### src/rtl/core/qsh_pkg.sv
// Package for the quantising sample-and-hold: channel item types, register map,
// source and hold codes, and the serial divider interface structs.
// No dependencies; qsh_cfg, qsh_sdiv and the top level import it.
`timescale 1ns / 1ps
`default_nettype none

package qsh_pkg;

  // Full scale of a reading; noise words are masked to it
  localparam logic [15:0] FULL_SCALE = 16'd4095;

  // Serial divider widths: dividend and quotient, divisor and remainder
  localparam int unsigned DIV_W = 16;
  localparam int unsigned DVS_W = 15;
  localparam int unsigned CNT_W = $clog2(DIV_W + 1);

  // Configuration port
  localparam int unsigned ADDR_W = 5;
  localparam int unsigned DATA_W = 32;
  localparam int unsigned IDX_W  = 3;

  localparam logic [IDX_W-1:0] REG_SOURCE_SELECT   = 3'd0;
  localparam logic [IDX_W-1:0] REG_HOLD_MODE       = 3'd1;
  localparam logic [IDX_W-1:0] REG_QUANT_STEPS     = 3'd2;
  localparam logic [IDX_W-1:0] REG_SIGNAL_PATCHED  = 3'd3;
  localparam logic [IDX_W-1:0] REG_TRIGGER_PATCHED = 3'd4;

  // Source select codes; the unused code acts as noise
  localparam logic [1:0] SRC_AUTO   = 2'd0;
  localparam logic [1:0] SRC_SIGNAL = 2'd1;
  localparam logic [1:0] SRC_NOISE  = 2'd2;

  // Hold modes
  localparam logic HOLD_SAMPLE = 1'b0;
  localparam logic HOLD_TRACK  = 1'b1;

  typedef struct packed {
    logic [1:0] source_select;
    logic       hold_mode;
    logic [7:0] quant_steps;
    logic       signal_patched;
    logic       trigger_patched;
  } cfg_t;

  typedef struct packed {
    logic               gate_level;
    logic signed [15:0] signal_value;
    logic        [15:0] noise_word;
  } in_item_t;

  typedef struct packed {
    logic signed [15:0] held_cv;
    logic        [15:0] capture_count;
  } out_item_t;

  typedef struct packed {
    logic             start;
    logic [DIV_W-1:0] dividend;
    logic [DVS_W-1:0] divisor;
  } div_req_t;

  typedef struct packed {
    logic             busy;
    logic             done;
    logic [DIV_W-1:0] quotient;
    logic [DVS_W-1:0] remainder;
  } div_rsp_t;

  typedef enum logic [1:0] {
    ST_IDLE,
    ST_GRID,
    ST_LEVEL,
    ST_FINISH
  } state_e;

endpackage

`default_nettype wire

### src/rtl/core/qsh_stream_if.sv
// Valid/ready stream channel carrying one payload item per request.
// The payload type is set at instantiation, normally a struct from qsh_pkg.
`timescale 1ns / 1ps
`default_nettype none

interface qsh_stream_if #(
  parameter type payload_t = logic
);

  logic     valid;
  logic     ready;
  payload_t payload;

  modport source (output valid, output payload, input ready);
  modport sink   (input valid, input payload, output ready);

endinterface

`default_nettype wire

### src/rtl/core/qsh_cfg.sv
// APB-style configuration registers of the quantising sample-and-hold.
// Depends on qsh_pkg for the register map and the cfg_t struct.
`timescale 1ns / 1ps
`default_nettype none

module qsh_cfg (
  input  wire logic                       clk_i,
  input  wire logic                       rst_ni,
  input  wire logic                       psel,
  input  wire logic                       penable,
  input  wire logic                       pwrite,
  input  wire logic [qsh_pkg::ADDR_W-1:0] paddr,
  input  wire logic [qsh_pkg::DATA_W-1:0] pwdata,
  output      logic [qsh_pkg::DATA_W-1:0] prdata,
  output      logic                       pready,
  output      qsh_pkg::cfg_t              cfg_o
);
  import qsh_pkg::*;

  cfg_t             cfg_q, cfg_d;
  logic             wr_en;
  logic [IDX_W-1:0] idx;

  assign pready = 1'b1;
  assign wr_en  = psel & penable & pwrite;
  assign idx    = paddr[ADDR_W-1:2];

  // Register write decode
  always_comb begin
    cfg_d = cfg_q;
    if (wr_en) begin
      case (idx)
        REG_SOURCE_SELECT:   cfg_d.source_select   = pwdata[1:0];
        REG_HOLD_MODE:       cfg_d.hold_mode       = pwdata[0];
        REG_QUANT_STEPS:     cfg_d.quant_steps     = pwdata[7:0];
        REG_SIGNAL_PATCHED:  cfg_d.signal_patched  = pwdata[0];
        REG_TRIGGER_PATCHED: cfg_d.trigger_patched = pwdata[0];
        default:             cfg_d = cfg_q;
      endcase
    end
  end

  always_ff @(posedge clk_i or negedge rst_ni) begin
    if (!rst_ni) begin
      cfg_q <= '0;
    end else begin
      cfg_q <= cfg_d;
    end
  end

  // Read-back mux
  always_comb begin
    case (idx)
      REG_SOURCE_SELECT:   prdata = {30'd0, cfg_q.source_select};
      REG_HOLD_MODE:       prdata = {31'd0, cfg_q.hold_mode};
      REG_QUANT_STEPS:     prdata = {24'd0, cfg_q.quant_steps};
      REG_SIGNAL_PATCHED:  prdata = {31'd0, cfg_q.signal_patched};
      REG_TRIGGER_PATCHED: prdata = {31'd0, cfg_q.trigger_patched};
      default:             prdata = '0;
    endcase
  end

  assign cfg_o = cfg_q;

endmodule

`default_nettype wire

### src/rtl/core/qsh_sdiv.sv
// Bit-serial restoring divider: one quotient bit per cycle over the DIV_W-bit dividend.
// Depends on qsh_pkg for widths and the div_req_t / div_rsp_t structs.
`timescale 1ns / 1ps
`default_nettype none

module qsh_sdiv (
  input  wire logic              clk_i,
  input  wire logic              rst_ni,
  input  wire qsh_pkg::div_req_t req_i,
  output      qsh_pkg::div_rsp_t rsp_o
);
  import qsh_pkg::*;

  logic [DVS_W-1:0] rem_q, rem_d;
  logic [DIV_W-1:0] quo_q, quo_d;
  logic [DVS_W-1:0] dvs_q;
  logic [CNT_W-1:0] cnt_q, cnt_d;
  logic             busy_q, busy_d;
  logic             done_q, done_d;
  logic [DVS_W:0]   shifted;
  logic [DVS_W+1:0] diff;
  logic             fits;

  // One restoring step: shift in the next dividend bit, try the subtract
  assign shifted = {rem_q, quo_q[DIV_W-1]};
  assign diff    = {1'b0, shifted} - {2'b00, dvs_q};
  assign fits    = ~diff[DVS_W+1];

  always_comb begin
    rem_d  = rem_q;
    quo_d  = quo_q;
    cnt_d  = cnt_q;
    busy_d = busy_q;
    done_d = 1'b0;
    if (req_i.start) begin
      rem_d  = '0;
      quo_d  = req_i.dividend;
      cnt_d  = CNT_W'(DIV_W);
      busy_d = 1'b1;
    end else if (busy_q) begin
      rem_d = fits ? diff[DVS_W-1:0] : shifted[DVS_W-1:0];
      quo_d = {quo_q[DIV_W-2:0], fits};
      cnt_d = cnt_q - 1'b1;
      if (cnt_q == CNT_W'(1)) begin
        busy_d = 1'b0;
        done_d = 1'b1;
      end
    end
  end

  // Control state
  always_ff @(posedge clk_i or negedge rst_ni) begin
    if (!rst_ni) begin
      busy_q <= 1'b0;
      done_q <= 1'b0;
      cnt_q  <= '0;
    end else begin
      busy_q <= busy_d;
      done_q <= done_d;
      cnt_q  <= cnt_d;
    end
  end

  // Shift registers
  always_ff @(posedge clk_i) begin
    rem_q <= rem_d;
    quo_q <= quo_d;
    if (req_i.start) begin
      dvs_q <= req_i.divisor;
    end
  end

  assign rsp_o.busy      = busy_q;
  assign rsp_o.done      = done_q;
  assign rsp_o.quotient  = quo_q;
  assign rsp_o.remainder = rem_q;

endmodule

`default_nettype wire

### src/rtl/core/quantising_sample_and_hold_top.sv
// Quantising sample-and-hold, top level: request channels, control FSM and hold state.
// Depends on qsh_pkg, qsh_stream_if, qsh_cfg and qsh_sdiv.
//
// Every input request yields exactly one result: the held value and the count of
// rising-gate captures. Requests are taken one at a time. A request that captures
// nothing, or captures with quant_steps below 2, goes from acceptance straight to
// the finish state, where it waits for the result register to be free. A quantised
// capture first runs two divisions on one bit-serial divider (grid pitch, then
// grid level). The next request is taken the cycle after the result register loads.
// The result register lets the next request be accepted while a result still waits
// downstream. Configuration is written over the APB port while the block is idle:
// the user must keep to this, as the block itself does not enforce it.
`timescale 1ns / 1ps
`default_nettype none

module quantising_sample_and_hold_top (
  input  wire logic                       clk_i,
  input  wire logic                       rst_ni,
  input  wire logic                       psel,
  input  wire logic                       penable,
  input  wire logic                       pwrite,
  input  wire logic [qsh_pkg::ADDR_W-1:0] paddr,
  input  wire logic [qsh_pkg::DATA_W-1:0] pwdata,
  output      logic [qsh_pkg::DATA_W-1:0] prdata,
  output      logic                       pready,
  qsh_stream_if.sink                      in_i,
  qsh_stream_if.source                    out_o
);
  import qsh_pkg::*;

  cfg_t      cfg;
  div_req_t  div_req;
  div_rsp_t  div_rsp;
  in_item_t  in_item;

  state_e      state_q, state_d;
  logic        prev_gate_q, prev_gate_d;
  logic [15:0] captures_q, captures_d;
  logic [15:0] held_q, held_d;
  logic [15:0] raw_q, raw_d;
  logic [15:0] dvd_q, dvd_d;
  logic        neg_q, neg_d;
  logic        out_valid_q, out_valid_d;
  out_item_t   out_data_q, out_data_d;

  logic        accept;
  logic        level;
  logic        rising;
  logic        capture;
  logic        quantise;
  logic        sig_sel;
  logic [15:0] reading;
  logic [15:0] magnitude;
  logic [15:0] product;
  logic        slot_free;

  qsh_cfg u_cfg (
    .clk_i   (clk_i),
    .rst_ni  (rst_ni),
    .psel    (psel),
    .penable (penable),
    .pwrite  (pwrite),
    .paddr   (paddr),
    .pwdata  (pwdata),
    .prdata  (prdata),
    .pready  (pready),
    .cfg_o   (cfg)
  );

  qsh_sdiv u_sdiv (
    .clk_i  (clk_i),
    .rst_ni (rst_ni),
    .req_i  (div_req),
    .rsp_o  (div_rsp)
  );

  assign in_item      = in_i.payload;
  assign in_i.ready   = (state_q == ST_IDLE);
  assign accept       = in_i.valid & in_i.ready;
  assign slot_free    = ~out_valid_q | out_o.ready;

  // Gate edge and capture decision
  assign level    = cfg.trigger_patched & in_item.gate_level;
  assign rising   = level & ~prev_gate_q;
  assign capture  = (cfg.hold_mode == HOLD_TRACK) ? level : rising;
  assign quantise = (cfg.quant_steps > 8'd1);

  // Reading source: signal, zero when unpatched, or masked noise
  assign sig_sel = (cfg.source_select == SRC_SIGNAL) ||
                   ((cfg.source_select == SRC_AUTO) && cfg.signal_patched);
  assign reading = sig_sel ?
                   (cfg.signal_patched ? in_item.signal_value : 16'd0) :
                   (in_item.noise_word & FULL_SCALE);

  // Level division operand: |raw| + grid/2, and the grid value level*grid
  assign magnitude = raw_q[15] ? (16'd0 - raw_q) : raw_q;
  assign product   = dvd_q - {1'b0, div_rsp.remainder};

  // Next state, divider requests and hold updates
  always_comb begin
    state_d          = state_q;
    prev_gate_d      = prev_gate_q;
    captures_d       = captures_q;
    held_d           = held_q;
    raw_d            = raw_q;
    dvd_d            = dvd_q;
    neg_d            = neg_q;
    div_req.start    = 1'b0;
    div_req.dividend = FULL_SCALE;
    div_req.divisor  = {7'd0, cfg.quant_steps - 8'd1};
    case (state_q)
      ST_IDLE: begin
        if (accept) begin
          prev_gate_d = level;
          if (rising) begin
            captures_d = captures_q + 16'd1;
          end
          if (capture) begin
            raw_d = reading;
            if (quantise) begin
              div_req.start = 1'b1;
              state_d       = ST_GRID;
            end else begin
              held_d  = reading;
              state_d = ST_FINISH;
            end
          end else begin
            state_d = ST_FINISH;
          end
        end
      end
      ST_GRID: begin
        div_req.dividend = magnitude + {1'b0, div_rsp.quotient[DIV_W-1:1]};
        div_req.divisor  = div_rsp.quotient[DVS_W-1:0];
        if (div_rsp.done) begin
          if (div_rsp.quotient == '0) begin
            held_d  = raw_q;
            state_d = ST_FINISH;
          end else begin
            div_req.start = 1'b1;
            dvd_d         = div_req.dividend;
            neg_d         = raw_q[15];
            state_d       = ST_LEVEL;
          end
        end
      end
      ST_LEVEL: begin
        if (div_rsp.done) begin
          held_d  = neg_q ? (16'd0 - product) : product;
          state_d = ST_FINISH;
        end
      end
      ST_FINISH: begin
        if (slot_free) begin
          state_d = ST_IDLE;
        end
      end
      default: state_d = ST_IDLE;
    endcase
  end

  // Result register
  always_comb begin
    out_valid_d = out_valid_q & ~out_o.ready;
    out_data_d  = out_data_q;
    if (state_q == ST_FINISH && slot_free) begin
      out_valid_d              = 1'b1;
      out_data_d.held_cv       = held_q;
      out_data_d.capture_count = captures_q;
    end
  end

  always_ff @(posedge clk_i or negedge rst_ni) begin
    if (!rst_ni) begin
      state_q     <= ST_IDLE;
      prev_gate_q <= 1'b0;
      captures_q  <= '0;
      held_q      <= '0;
      raw_q       <= '0;
      out_valid_q <= 1'b0;
    end else begin
      state_q     <= state_d;
      prev_gate_q <= prev_gate_d;
      captures_q  <= captures_d;
      held_q      <= held_d;
      raw_q       <= raw_d;
      out_valid_q <= out_valid_d;
    end
  end

  always_ff @(posedge clk_i) begin
    dvd_q      <= dvd_d;
    neg_q      <= neg_d;
    out_data_q <= out_data_d;
  end

  assign out_o.valid   = out_valid_q;
  assign out_o.payload = out_data_q;

  // Capture count moves only with an accepted request
  a_captures_stable: assert property (@(posedge clk_i) disable iff (!rst_ni)
    !(in_i.valid && in_i.ready) |=> $stable(captures_q))
    else $error("capture count changed without an accepted request");

  // The divider is never running while the block waits for a request
  a_div_idle: assert property (@(posedge clk_i) disable iff (!rst_ni)
    (state_q == ST_IDLE) |-> !div_rsp.busy)
    else $error("divider busy while idle");

  // Grid division completes into the level division or straight to the result
  a_grid_done: assert property (@(posedge clk_i) disable iff (!rst_ni)
    (state_q == ST_GRID && div_rsp.done) |=>
      (state_q == ST_LEVEL || state_q == ST_FINISH))
    else $error("grid division result lost");

  // Leaving the finish state always posts a result
  a_result_posted: assert property (@(posedge clk_i) disable iff (!rst_ni)
    (state_q == ST_FINISH && slot_free) |=> out_valid_q)
    else $error("result not posted");

endmodule

`default_nettype wire
### src/flat_wrapper.sv
// flat-port wrapper written by rule: the top's interface ports become plain ports
module quantising_sample_and_hold_top_flat import qsh_pkg::*;
  (clk_i, rst_ni, psel, penable, pwrite, paddr, pwdata, prdata, pready, in_i_valid, in_i_payload, in_i_ready, out_o_valid, out_o_payload, out_o_ready);
  qsh_stream_if in_i_i ();
  qsh_stream_if out_o_i ();
  input  wire logic clk_i;
  input  wire logic rst_ni;
  input  wire logic psel;
  input  wire logic penable;
  input  wire logic pwrite;
  input  wire logic [qsh_pkg::ADDR_W-1:0] paddr;
  input  wire logic [qsh_pkg::DATA_W-1:0] pwdata;
  output      logic [qsh_pkg::DATA_W-1:0] prdata;
  output      logic pready;
  input wire logic [$bits(in_i_i.valid)-1:0] in_i_valid;
  input wire logic [$bits(in_i_i.payload)-1:0] in_i_payload;
  output wire logic [$bits(in_i_i.ready)-1:0] in_i_ready;
  output wire logic [$bits(out_o_i.valid)-1:0] out_o_valid;
  output wire logic [$bits(out_o_i.payload)-1:0] out_o_payload;
  input wire logic [$bits(out_o_i.ready)-1:0] out_o_ready;
  assign in_i_i.valid = in_i_valid;
  assign in_i_i.payload = in_i_payload;
  assign in_i_ready = in_i_i.ready;
  assign out_o_valid = out_o_i.valid;
  assign out_o_payload = out_o_i.payload;
  assign out_o_i.ready = out_o_ready;
  quantising_sample_and_hold_top u_core (.clk_i(clk_i), .rst_ni(rst_ni), .psel(psel), .penable(penable), .pwrite(pwrite), .paddr(paddr), .pwdata(pwdata), .prdata(prdata), .pready(pready), .in_i(in_i_i), .out_o(out_o_i));
endmodule
### config.mk
export PLATFORM = sky130hd
export DESIGN_NAME = quantising_sample_and_hold_top_flat
export DESIGN_NICKNAME = d
export VERILOG_FILES = /design/src/rtl/core/qsh_pkg.sv /design/src/rtl/core/qsh_stream_if.sv /design/src/rtl/core/qsh_cfg.sv /design/src/rtl/core/qsh_sdiv.sv /design/src/rtl/core/quantising_sample_and_hold_top.sv /design/src/flat_wrapper.sv
export SDC_FILE = /design/constraint.sdc
export NUM_CORES = 1
export LEC_CHECK = 0
export BUFFER_PORTS_ARGS = -buffer_cell sky130_fd_sc_hd__buf_2
export CAP_MARGIN = 20
export CORE_ASPECT_RATIO = 1.25
export CORE_UTILIZATION = 50
export DETAILED_ROUTE_END_ITERATION = 10
export GPL_TIMING_DRIVEN = 0
export PLACE_DENSITY = 0.73
export SLEW_MARGIN = 20
export SYNTH_ARGS = -nofsm -noshare
export SYNTH_HDL_FRONTEND = slang
export SYNTH_SLANG_ARGS = --single-unit
### constraint.sdc
create_clock -name clk_i -period 3.2 [get_ports clk_i]
set_input_delay 0.96 -clock clk_i [delete_from_list [all_inputs] [get_ports clk_i]]
set_output_delay 0.96 -clock clk_i [all_outputs]
set_load 0.02 [all_outputs]
==> flow_metrics.py, run 1 <==
metrics = {
    "global_route": {
        "grt_max_degree": 25,
        "grt_usage_pct": 21.69,
        "gr-total-overflow": 0,
        "antenna_found_initial": 0,
        "grt_pass1_vias": 3247,
        "grt_pass1_wl_um": 15170,
    },
    "timing": {
        "rsz0062_at_grt": "no",
        "period_share_pct": 96.45,
        "fin_skew_ns": 0.01109,
        "holdWs_ns": 0.4845,
        "period_needed_ns": 3.086,
        "finalHoldViolations": 0,
        "setup_viol": 0,
        "max_freq_ghz": 0.3240,
        "max_slew_margin_pct": 35.33,
        "setup_tns_ns": 0,
        "slew_violations": 0,
        "worst_slew_pin_slew_ns": 0.9621,
    },
    "synth": {
        "yosysTopAreaCell": "edfxtp_1",
        "synth_edf_count": 31,
        "syn_inst": 450,
        "async_reset_ff_share_pct": 33.33,
        "ys.flop_type": "edfxtp_1",
        "netlist.area_leader.share_pct": 22.50,
        "synth_seq_cells": 69,
        "synth.distinct_cells": 57,
        "yosys_warnings": 0,
        "netlist_top_cells_count": "nand2_1, edfxtp_1, o21ai_0",
        "synthTopCellsByArea": "edfxtp_1, dfrtp_1, nand2_1, dfxtp_1, ha_1",
        "ys_seq_area_share_pct": 43.66,
        "netlist_area_um2": 4138,
        "syn_area_per_cell_um2": 9.195,
        "synth_most_common_cell": "nand2_1",
    },
    "place": {
        "place.gp.congestion": 0.8094,
        "hpwl_um": 6583,
        "portBuffers": 26,
    },
    "final_layout": {
        "nets": 575,
        "area_delta_synth_final_pct": 12.16,
        "drive_above_1_share_pct": 17.44,
        "antenna_cells": 0,
    },
    "min_path": {
        "min_to": "u_core.u_sdiv.rem_q[5]$_SDFFE_PP0P_",
        "min_from": "u_core.u_sdiv.rem_q[4]$_SDFFE_PP0P_",
        "hold_class": "register to register",
        "min_delay_path_depth": 2,
    },
    "die": {
        "num_rows": 36,
        "initial_utilization_pct": 52.19,
        "die_h_um": 103.7,
        "die_area_um2": 8645,
        "io_pins": 81,
        "die_w_um": 83.37,
        "core_area_um2": 7928,
    },
    "critical_path": {
        "path_max_fanout": 10,
        "worstRegToRegCells": 6,
        "cp_num_buf_inv": 3,
        "worstPathRequired_ns": 2.24,
        "slowest_stage": "clkbuf_1",
        "r2r_end": "u_core.u_sdiv.quo_q[4]$_DFFE_PP_",
        "crit_path_cell_trace": "buf_2, clkbuf_1, mux2i_1, nor2_1, a31oi_1, o22ai_1, buf_2",
        "cp_common_cell": "buf_2",
        "r2r_slack_ns": 0.34,
        "end_kind": "output pin",
        "start_kind": "input port",
        "cpLargestDelayFamily": "buffers and inverters",
        "cp.arrival_ns": 2.13,
        "crit_type": "input port to output pin",
        "crit_path_max_incr_delay_ns": 0.37,
        "r2r-start": "u_core.u_sdiv.quo_q[2]$_DFFE_PP_",
    },
    "route": {
        "vias": 3235,
        "firstDrtPassIters": 4,
        "drt-wirelength-per-cell_um": 14.36,
        "drc": 0,
        "drtIter0Drc": 198,
        "via_per_inst": 5.295,
        "ant_nets": 0,
        "routed_wirelength_um": 8774,
    },
    "clock_tree": {
        "clkSlewWorstSetupHoldPaths_ns": 0.07,
        "postCtsSetupRepairBufs": 0,
        "ctsResizeCount": 0,
        "clk-insertion-delay-late_ns": 0.34,
        "ctsHtreeMaxLevel": 3,
        "cts.sinks": 69,
        "cts_max_path_buffers": 2,
        "cts_buffers": 9,
        "cts_tree": "yes",
        "postCtsHoldBufs": 0,
        "root_buffer": "clkbuf_8",
    },
    "pwr": {
        "p_leak_nw": 2.092,
        "irDropWorstVdd_v": 0.0003186,
        "power_density_nw_per_um2": 412.9,
    },
    "job": {
        "cap_violations": 0,
    },
    "run_status": {
        "outcome": "finished, final reports clean",
    },
}
## tightest hold or removal path, cell delays in order, from the launching register on
cell and delay [ns]:
dfxtp_1 0.32, nand2_1 0.05, a31oi_1 0.06
## through the flow
stage                     cells  util [%]  cell area, µm²  power [mW]  setup slack [ns]
final                       611     58.54            4641       1.916            0.1136
after global routing        611     58.54            4641       2.004          0.009214
after CTS                   611     58.52            4639       1.932            0.1313
after detailed placement    595     56.47            4477       1.332            0.1375
after global placement      595     56.47            4477       1.321            0.1402
after floorplan             474         -            4228       1.245            0.4031
## where the power goes
part	internal [mW]	total (mW)	leakage (nW)	switching [mW]
Combinational	0.124	0.289	1.36	0.166
Clock	0.301	0.601	0.0844	0.300
Sequential	0.979	1.03	0.650	0.0465
## placed cells by master, fill, tap and decap left out, types with 10 or more instances in the layout
master,n
o21ai_0,31
buf_4,26
buf_2,28
a21oi_1,10
a31oi_1,10
ha_1,18
xnor2_1,13
conb_1,26
nand2_1,84
mux2_2,11
nand3_1,11
clkbuf_1,19
dfxtp_1,15
nor2_1,18
clkbuf_8,10
inv_1,29
dfrtp_1,23
edfxtp_1,31
## area by class of cell
class,count,area [µm²]
buffer,45,281.5
clock buffer,14,152.6
clock inverter,2,10.01
fill,710,3287
inverter,29,108.9
multi-input combinational,331,2032
sequential,69,1807
tap,95,118.9
timing repair buffer,26,130.1
## how the worst max path moves through the flow
stage	from	cells past startpoint	endpoint	slack (ns)
3_5_place_dp	paddr[3]	7	prdata[0]	0.14
6_report	paddr[3]	7	prdata[0]	0.11
5_1_grt	paddr[3]	7	prdata[0]	0.009
3_3_place_gp	paddr[3]	7	prdata[0]	0.14
2_1_floorplan	paddr[3]	5	prdata[0]	0.40
4_1_cts	paddr[3]	7	prdata[0]	0.13
## logic make-up after synthesis
kind of cell,after synthesis,synth area share (%)
flip-flops,69,43.66
XOR/XNOR,20,4.233
buffers and inverters,74,9.404
multiplexers,17,4.475
other,2,0.1815
AND/OR/NAND/NOR,166,18.87
adder cells (fa/ha/maj),19,5.927
AO/OA/AOI/OAI,83,13.24
## routing by layer
| metal | up-vias | wire [µm] | GRT usage [%] |
|---|---|---|---|
| met3 | 21 | 296 | 2.550 |
| met1 | 1507 | 3664 | 24.83 |
| met2 | 73 | 4561 | 39.17 |
| met4 | 0 | 252 | 11.45 |
| met5 | - | 0 | 0 |
| li1 | 1634 | - | - |
## state kept, by name (all words and copies together) (netlist names)
signal                count
u_core.u_sdiv.quo_q      16
u_core.u_sdiv.dvs_q      15
u_core.u_sdiv.rem_q      15
u_core.u_cfg.cfg_o       13
u_core.u_sdiv.cnt_q       5
u_core.state_q            2
u_core.out_o.valid        1
u_core.u_sdiv.busy_q      1
u_core.u_sdiv.done_q      1
(Power assumes the default switching activity.)
==> inputs of run 2 (changes only) <==
CTS_BUF_LIST = sky130_fd_sc_hd__clkbuf_4 sky130_fd_sc_hd__clkbuf_8   (was unset)
==> run 2 against run 1 <==
Sequential power is essentially flat. Worst setup slack lost 0.0015 ns. Clock-buffer cell count is the same. Hold slack gained 0.0012 ns. Cell area grew 0.32%. Global-route usage grew 0.051 points. Cell count is the same. Power grew 1.7%. Via count grew 0.77%. Register-to-register slack is essentially flat. Sequential share of layout area shrank 0.13 points. First-iteration DRC count shrank 7.1%. Critical endpoint unchanged.
==> flow_metrics.py, run 2 (synthesized netlist as in run 1, its figures left out) <==
metrics = {
    "critical_path": {
        "cp_common_cell": "buf_2",
        "path_max_fanout": 10,
        "end_kind": "output pin",
        "crit_type": "input port to output pin",
        "slowest_stage": "clkbuf_1",
        "crit_start": "paddr[3]",
        "cpLargestDelayFamily": "buffers and inverters",
        "cp_num_buf_inv": 3,
        "crit_path_max_incr_delay_ns": 0.37,
        "r2r-start": "u_core.u_sdiv.quo_q[2]$_DFFE_PP_",
        "crit_path_cell_trace": "buf_2, clkbuf_1, mux2i_1, nor2_1, a31oi_1, o22ai_1, buf_2",
        "crit_cells": 7,
        "worstRegToRegCells": 6,
        "start_kind": "input port",
        "worstPathRequired_ns": 2.24,
        "cp.arrival_ns": 2.13,
    },
    "final_layout": {
        "largest_registers": "u_core.u_sdiv.quo_q: 16 flops, u_core.u_sdiv.dvs_q: 15 flops, u_core.u_sdiv.rem_q: 15 flops",
        "area_delta_synth_final_pct": 12.52,
        "regArea_um2": 1807,
        "drive_above_1_share_pct": 18.22,
        "regMostFlops": "u_core.u_sdiv.quo_q",
        "mostFrequentLayoutCells": "nand2_1, o21ai_0, edfxtp_1",
        "antenna_cells": 0,
        "multi_input_area_um2": 2032,
        "nets": 575,
        "largest_reg_flops": 16,
        "fillerInstances": 707,
        "final_common_cell": "nand2_1",
        "utilization_pct": 58.73,
    },
    "route": {
        "vias": 3260,
        "drc": 0,
        "routed_wirelength_um": 8806,
        "ant_nets": 0,
        "drt-wirelength-per-cell_um": 14.41,
        "via_per_inst": 5.336,
        "firstDrtPassIters": 4,
        "drtIter0Drc": 184,
    },
    "clock_tree": {
        "ctsHtreeMaxLevel": 3,
        "clk-insertion-delay-late_ns": 0.34,
        "ctsResizeCount": 0,
        "cts.sinks": 69,
        "cts_buffers": 9,
        "clkSlewWorstSetupHoldPaths_ns": 0.07,
        "postCtsHoldBufs": 0,
        "postCtsSetupRepairBufs": 0,
        "root_buffer": "clkbuf_8",
        "cts_max_path_buffers": 2,
        "cts_tree": "yes",
    },
    "timing": {
        "setup_viol": 0,
        "worst_slew_pin_slew_ns": 0.9712,
        "setup_tns_ns": 0,
        "rsz0062_at_grt": "no",
        "period_needed_ns": 3.088,
        "max_freq_ghz": 0.3238,
        "period_share_pct": 96.50,
        "finalHoldViolations": 0,
        "max_slew_margin_pct": 34.72,
        "fin_skew_ns": 0.01119,
        "slew_violations": 0,
    },
    "run_status": {
        "outcome": "finished, final reports clean",
    },
    "min_path": {
        "hold_class": "register to register",
        "min_from": "u_core.u_sdiv.rem_q[4]$_SDFFE_PP0P_",
        "min_delay_path_depth": 2,
    },
    "global_route": {
        "grt_pass1_vias": 3264,
        "grt_max_degree": 25,
        "gr-total-overflow": 0,
        "grt_usage_pct": 21.74,
        "grt_pass1_wl_um": 15210,
        "antenna_found_initial": 0,
    },
    "die": {
        "io_pins": 81,
        "die_h_um": 103.7,
        "die_area_um2": 8645,
        "core_area_um2": 7928,
        "die_w_um": 83.37,
        "initial_utilization_pct": 52.19,
        "num_rows": 36,
    },
    "pwr": {
        "p_leak_nw": 2.105,
        "finalPower_mw": 1.949,
        "power_density_nw_per_um2": 418.7,
        "irDropWorstVdd_v": 0.0003186,
    },
    "place": {
        "place.gp.congestion": 0.8094,
        "portBuffers": 26,
        "hpwl_um": 6583,
    },
    "job": {
        "cap_violations": 0,
    },
}
## run 2: cell counts in the layout (fill, tap and decap cells not counted)
No cell type changed its count.
## run 2: layout make-up
class                      instances  area share (%)
timing repair buffer              26           2.795
inverter                          29           2.338
clock buffer                      14           3.601
buffer                            45           6.047
sequential                        69           38.81
clock inverter                     2          0.2150
multi-input combinational        331           43.64
tap                               95           2.553
## run 2: worst paths after layout
check                                                      endpoint  slack (ns)
worst max-delay path                                      prdata[0]        0.11
worst min-delay path            u_core.u_sdiv.rem_q[5]$_SDFFE_PP0P_        0.49
worst max register to register     u_core.u_sdiv.quo_q[4]$_DFFE_PP_        0.34
worst min register to register  u_core.u_sdiv.rem_q[5]$_SDFFE_PP0P_        0.49
max in group asynchronous         u_core.u_cfg.cfg_o[2]$_DFFE_PN0P_        2.25
min in group asynchronous         u_core.u_cfg.cfg_o[6]$_DFFE_PN0P_        0.59
## run 2: metal layers
| layer | vias to the layer above | track usage, % | part of all wire [%] |
|---|---|---|---|
| li1 | 1634 | - | - |
| met1 | 1522 | 24.83 | 41 |
| met3 | 19 | 2.629 | 3.9 |
| met5 | - | 0 | 0 |
| met4 | 0 | 11.95 | 2.5 |
| met2 | 85 | 39.05 | 53 |
## run 2: tightest hold or removal path, cell delays in order (launching register included)
cell     delay [ns]
dfxtp_1        0.32
nand2_1        0.06
a31oi_1        0.06
## run 2: where the power goes
group | switching [mW] | total (mW) | internal (mW)
logic | 0.166 | 0.289 | 0.124
registers | 0.0463 | 1.03 | 0.979
clock network | 0.299 | 0.635 | 0.335
total | 0.511 | 1.95 | 1.44
## run 2: metrics by stage
| step | cell area (µm²) | setup WS [ns] | hold WS [ns] | instances |
|---|---|---|---|---|
| floorplan | 4228 | 0.4031 | 0.4432 | 474 |
| global placement | 4477 | 0.1402 | 0.4686 | 595 |
| detailed placement | 4477 | 0.1375 | 0.4778 | 595 |
| CTS | 4654 | 0.1313 | 0.4885 | 611 |
| global route | 4656 | 0.009214 | 0.5056 | 611 |
| finish | 4656 | 0.1121 | 0.4857 | 611 |
==> inputs of run 3 (changes only) <==
BUFFER_PORTS_ARGS = unset   (was -buffer_cell sky130_fd_sc_hd__buf_2)
DONT_BUFFER_PORTS = 1   (was unset)
PLACE_DENSITY = unset   (was 0.73)
PLACE_DENSITY_LB_ADDON = 0.3   (was unset)
==> run 3 against run 2 <==
Global-route usage down 1.2 points. Wire length down 2.1%. Sequential share of layout area up 1.2 points. Critical path type unchanged. Largest cell class unchanged.
==> flow_metrics.py, run 3 (synthesized netlist as in run 1, its figures left out) <==
metrics = {
    "global_route": {
        "antenna_found_initial": 0,
        "grt_usage_pct": 20.54,
        "grt_max_degree": 25,
        "gr-total-overflow": 0,
        "grt_pass1_vias": 3040,
        "grt_pass1_wl_um": 14150,
    },
    "clock_tree": {
        "ctsHtreeMaxLevel": 3,
        "root_buffer": "clkbuf_8",
        "ctsResizeCount": 0,
        "cts_buffers": 9,
        "cts.sinks": 69,
        "postCtsSetupRepairBufs": 0,
        "clk-insertion-delay-late_ns": 0.35,
        "cts_tree": "yes",
        "postCtsHoldBufs": 0,
        "cts_max_path_buffers": 2,
        "clkSlewWorstSetupHoldPaths_ns": 0.08,
    },
    "timing": {
        "setup_tns_ns": 0,
        "holdWs_ns": 0.2987,
        "finalHoldViolations": 0,
        "rsz0062_at_grt": "no",
        "period_share_pct": 93.42,
        "setup_viol": 0,
        "worst_slew_pin_slew_ns": 0.9481,
        "period_needed_ns": 2.989,
        "slew_violations": 0,
        "fin_skew_ns": 0.01253,
        "max_slew_margin_pct": 36.27,
        "max_freq_ghz": 0.3345,
        "fin_ws_ns": 0.2107,
    },
    "final_layout": {
        "area_delta_synth_final_pct": 9.253,
        "largest_reg_flops": 16,
        "antenna_cells": 0,
        "largest_registers": "u_core.u_sdiv.quo_q: 16 flops, u_core.u_sdiv.dvs_q: 15 flops, u_core.u_sdiv.rem_q: 15 flops",
        "nets": 549,
        "drive_above_1_share_pct": 13.88,
        "final_common_cell": "nand2_1",
        "regMostFlops": "u_core.u_sdiv.quo_q",
        "utilization_pct": 57.02,
        "mostFrequentLayoutCells": "nand2_1, o21ai_0, edfxtp_1",
        "fin_area_um2": 4521,
        "instances_no_fill": 585,
    },
    "die": {
        "core_area_um2": 7928,
        "die_area_um2": 8645,
        "initial_utilization_pct": 52.19,
        "die_w_um": 83.37,
        "io_pins": 81,
        "die_h_um": 103.7,
        "num_rows": 36,
    },
    "place": {
        "postPlaceCellArea_um2": 4347,
        "portBuffers": 0,
        "dp_slack_ns": 0.2426,
        "place.gp.congestion": 0.8196,
        "hpwl_um": 6409,
        "dp_cells": 569,
    },
    "pwr": {
        "p_leak_nw": 1.982,
        "finalPower_mw": 1.902,
        "irDropWorstVdd_v": 0.0003192,
        "power_density_nw_per_um2": 420.7,
    },
    "route": {
        "ant_nets": 0,
        "via_per_inst": 5.494,
        "vias": 3214,
        "drt-wirelength-per-cell_um": 14.73,
        "firstDrtPassIters": 5,
        "routed_wirelength_um": 8618,
        "drc": 0,
        "drtIter0Drc": 187,
    },
    "critical_path": {
        "cp.arrival_ns": 2.03,
        "r2r_slack_ns": 0.36,
        "slowest_stage": "o22ai_1",
        "worstRegToRegCells": 6,
        "r2r_end": "u_core.u_sdiv.quo_q[0]$_DFFE_PP_",
        "crit_path_cell_trace": "clkbuf_1, mux2i_1, nor2_1, a31oi_1, o22ai_1",
        "start_kind": "input port",
        "path_max_fanout": 10,
        "r2r-start": "u_core.u_sdiv.quo_q[2]$_DFFE_PP_",
        "worstPathRequired_ns": 2.24,
        "crit_path_max_incr_delay_ns": 0.41,
        "crit_type": "input port to output pin",
        "end_kind": "output pin",
    },
    "min_path": {
        "hold_class": "input port to asynchronous set/reset pin",
    },
    "job": {
        "cap_violations": 0,
    },
    "run_status": {
        "outcome": "finished, final reports clean",
    },
}
run 3: how the worst max path moves through the flow:
stage,slack [ns],startpoint,to
after floorplan,0.40,paddr[3],prdata[0]
after global placement,0.26,paddr[3],prdata[0]
after detailed placement,0.24,paddr[3],prdata[0]
after CTS,0.24,paddr[3],prdata[0]
after global routing,0.09,u_core.u_sdiv.quo_q[9]$_DFFE_PP_,u_core.u_sdiv.quo_q[3]$_DFFE_PP_
final,0.21,paddr[3],prdata[0]
run 3: report_power, final:
group | switching (mW) | leakage, nW | total, mW | internal, mW
clock network | 0.315 | 0.0923 | 0.620 | 0.305
registers | 0.0562 | 0.650 | 1.03 | 0.979
logic | 0.142 | 1.24 | 0.247 | 0.105
run 3: final cells by class:
| class | count | area (µm²) |
|---|---|---|
| fill | 720 | 3407 |
| multi-input combinational | 331 | 2032 |
| sequential | 69 | 1807 |
| buffer | 45 | 281.5 |
| clock buffer | 11 | 145.1 |
| tap | 95 | 118.9 |
| inverter | 29 | 108.9 |
| clock inverter | 5 | 27.53 |
run 3: layer usage:
metal	vias up	track usage [%]	share of wire, %
met3	20	3.825	4.5
met2	89	37.00	53
met1	1526	22.89	40
met4	0	10.34	2.8
met5	-	0	0
li1	1579	-	-
run 3: worst max-delay path: cells and delay by family:
family	cells	cell delay (ns)
AOI/OAI and AO/OA	2	0.47
buffers and inverters	1	0.36
and+or+nand+nor	1	0.11
muxes	1	0.13
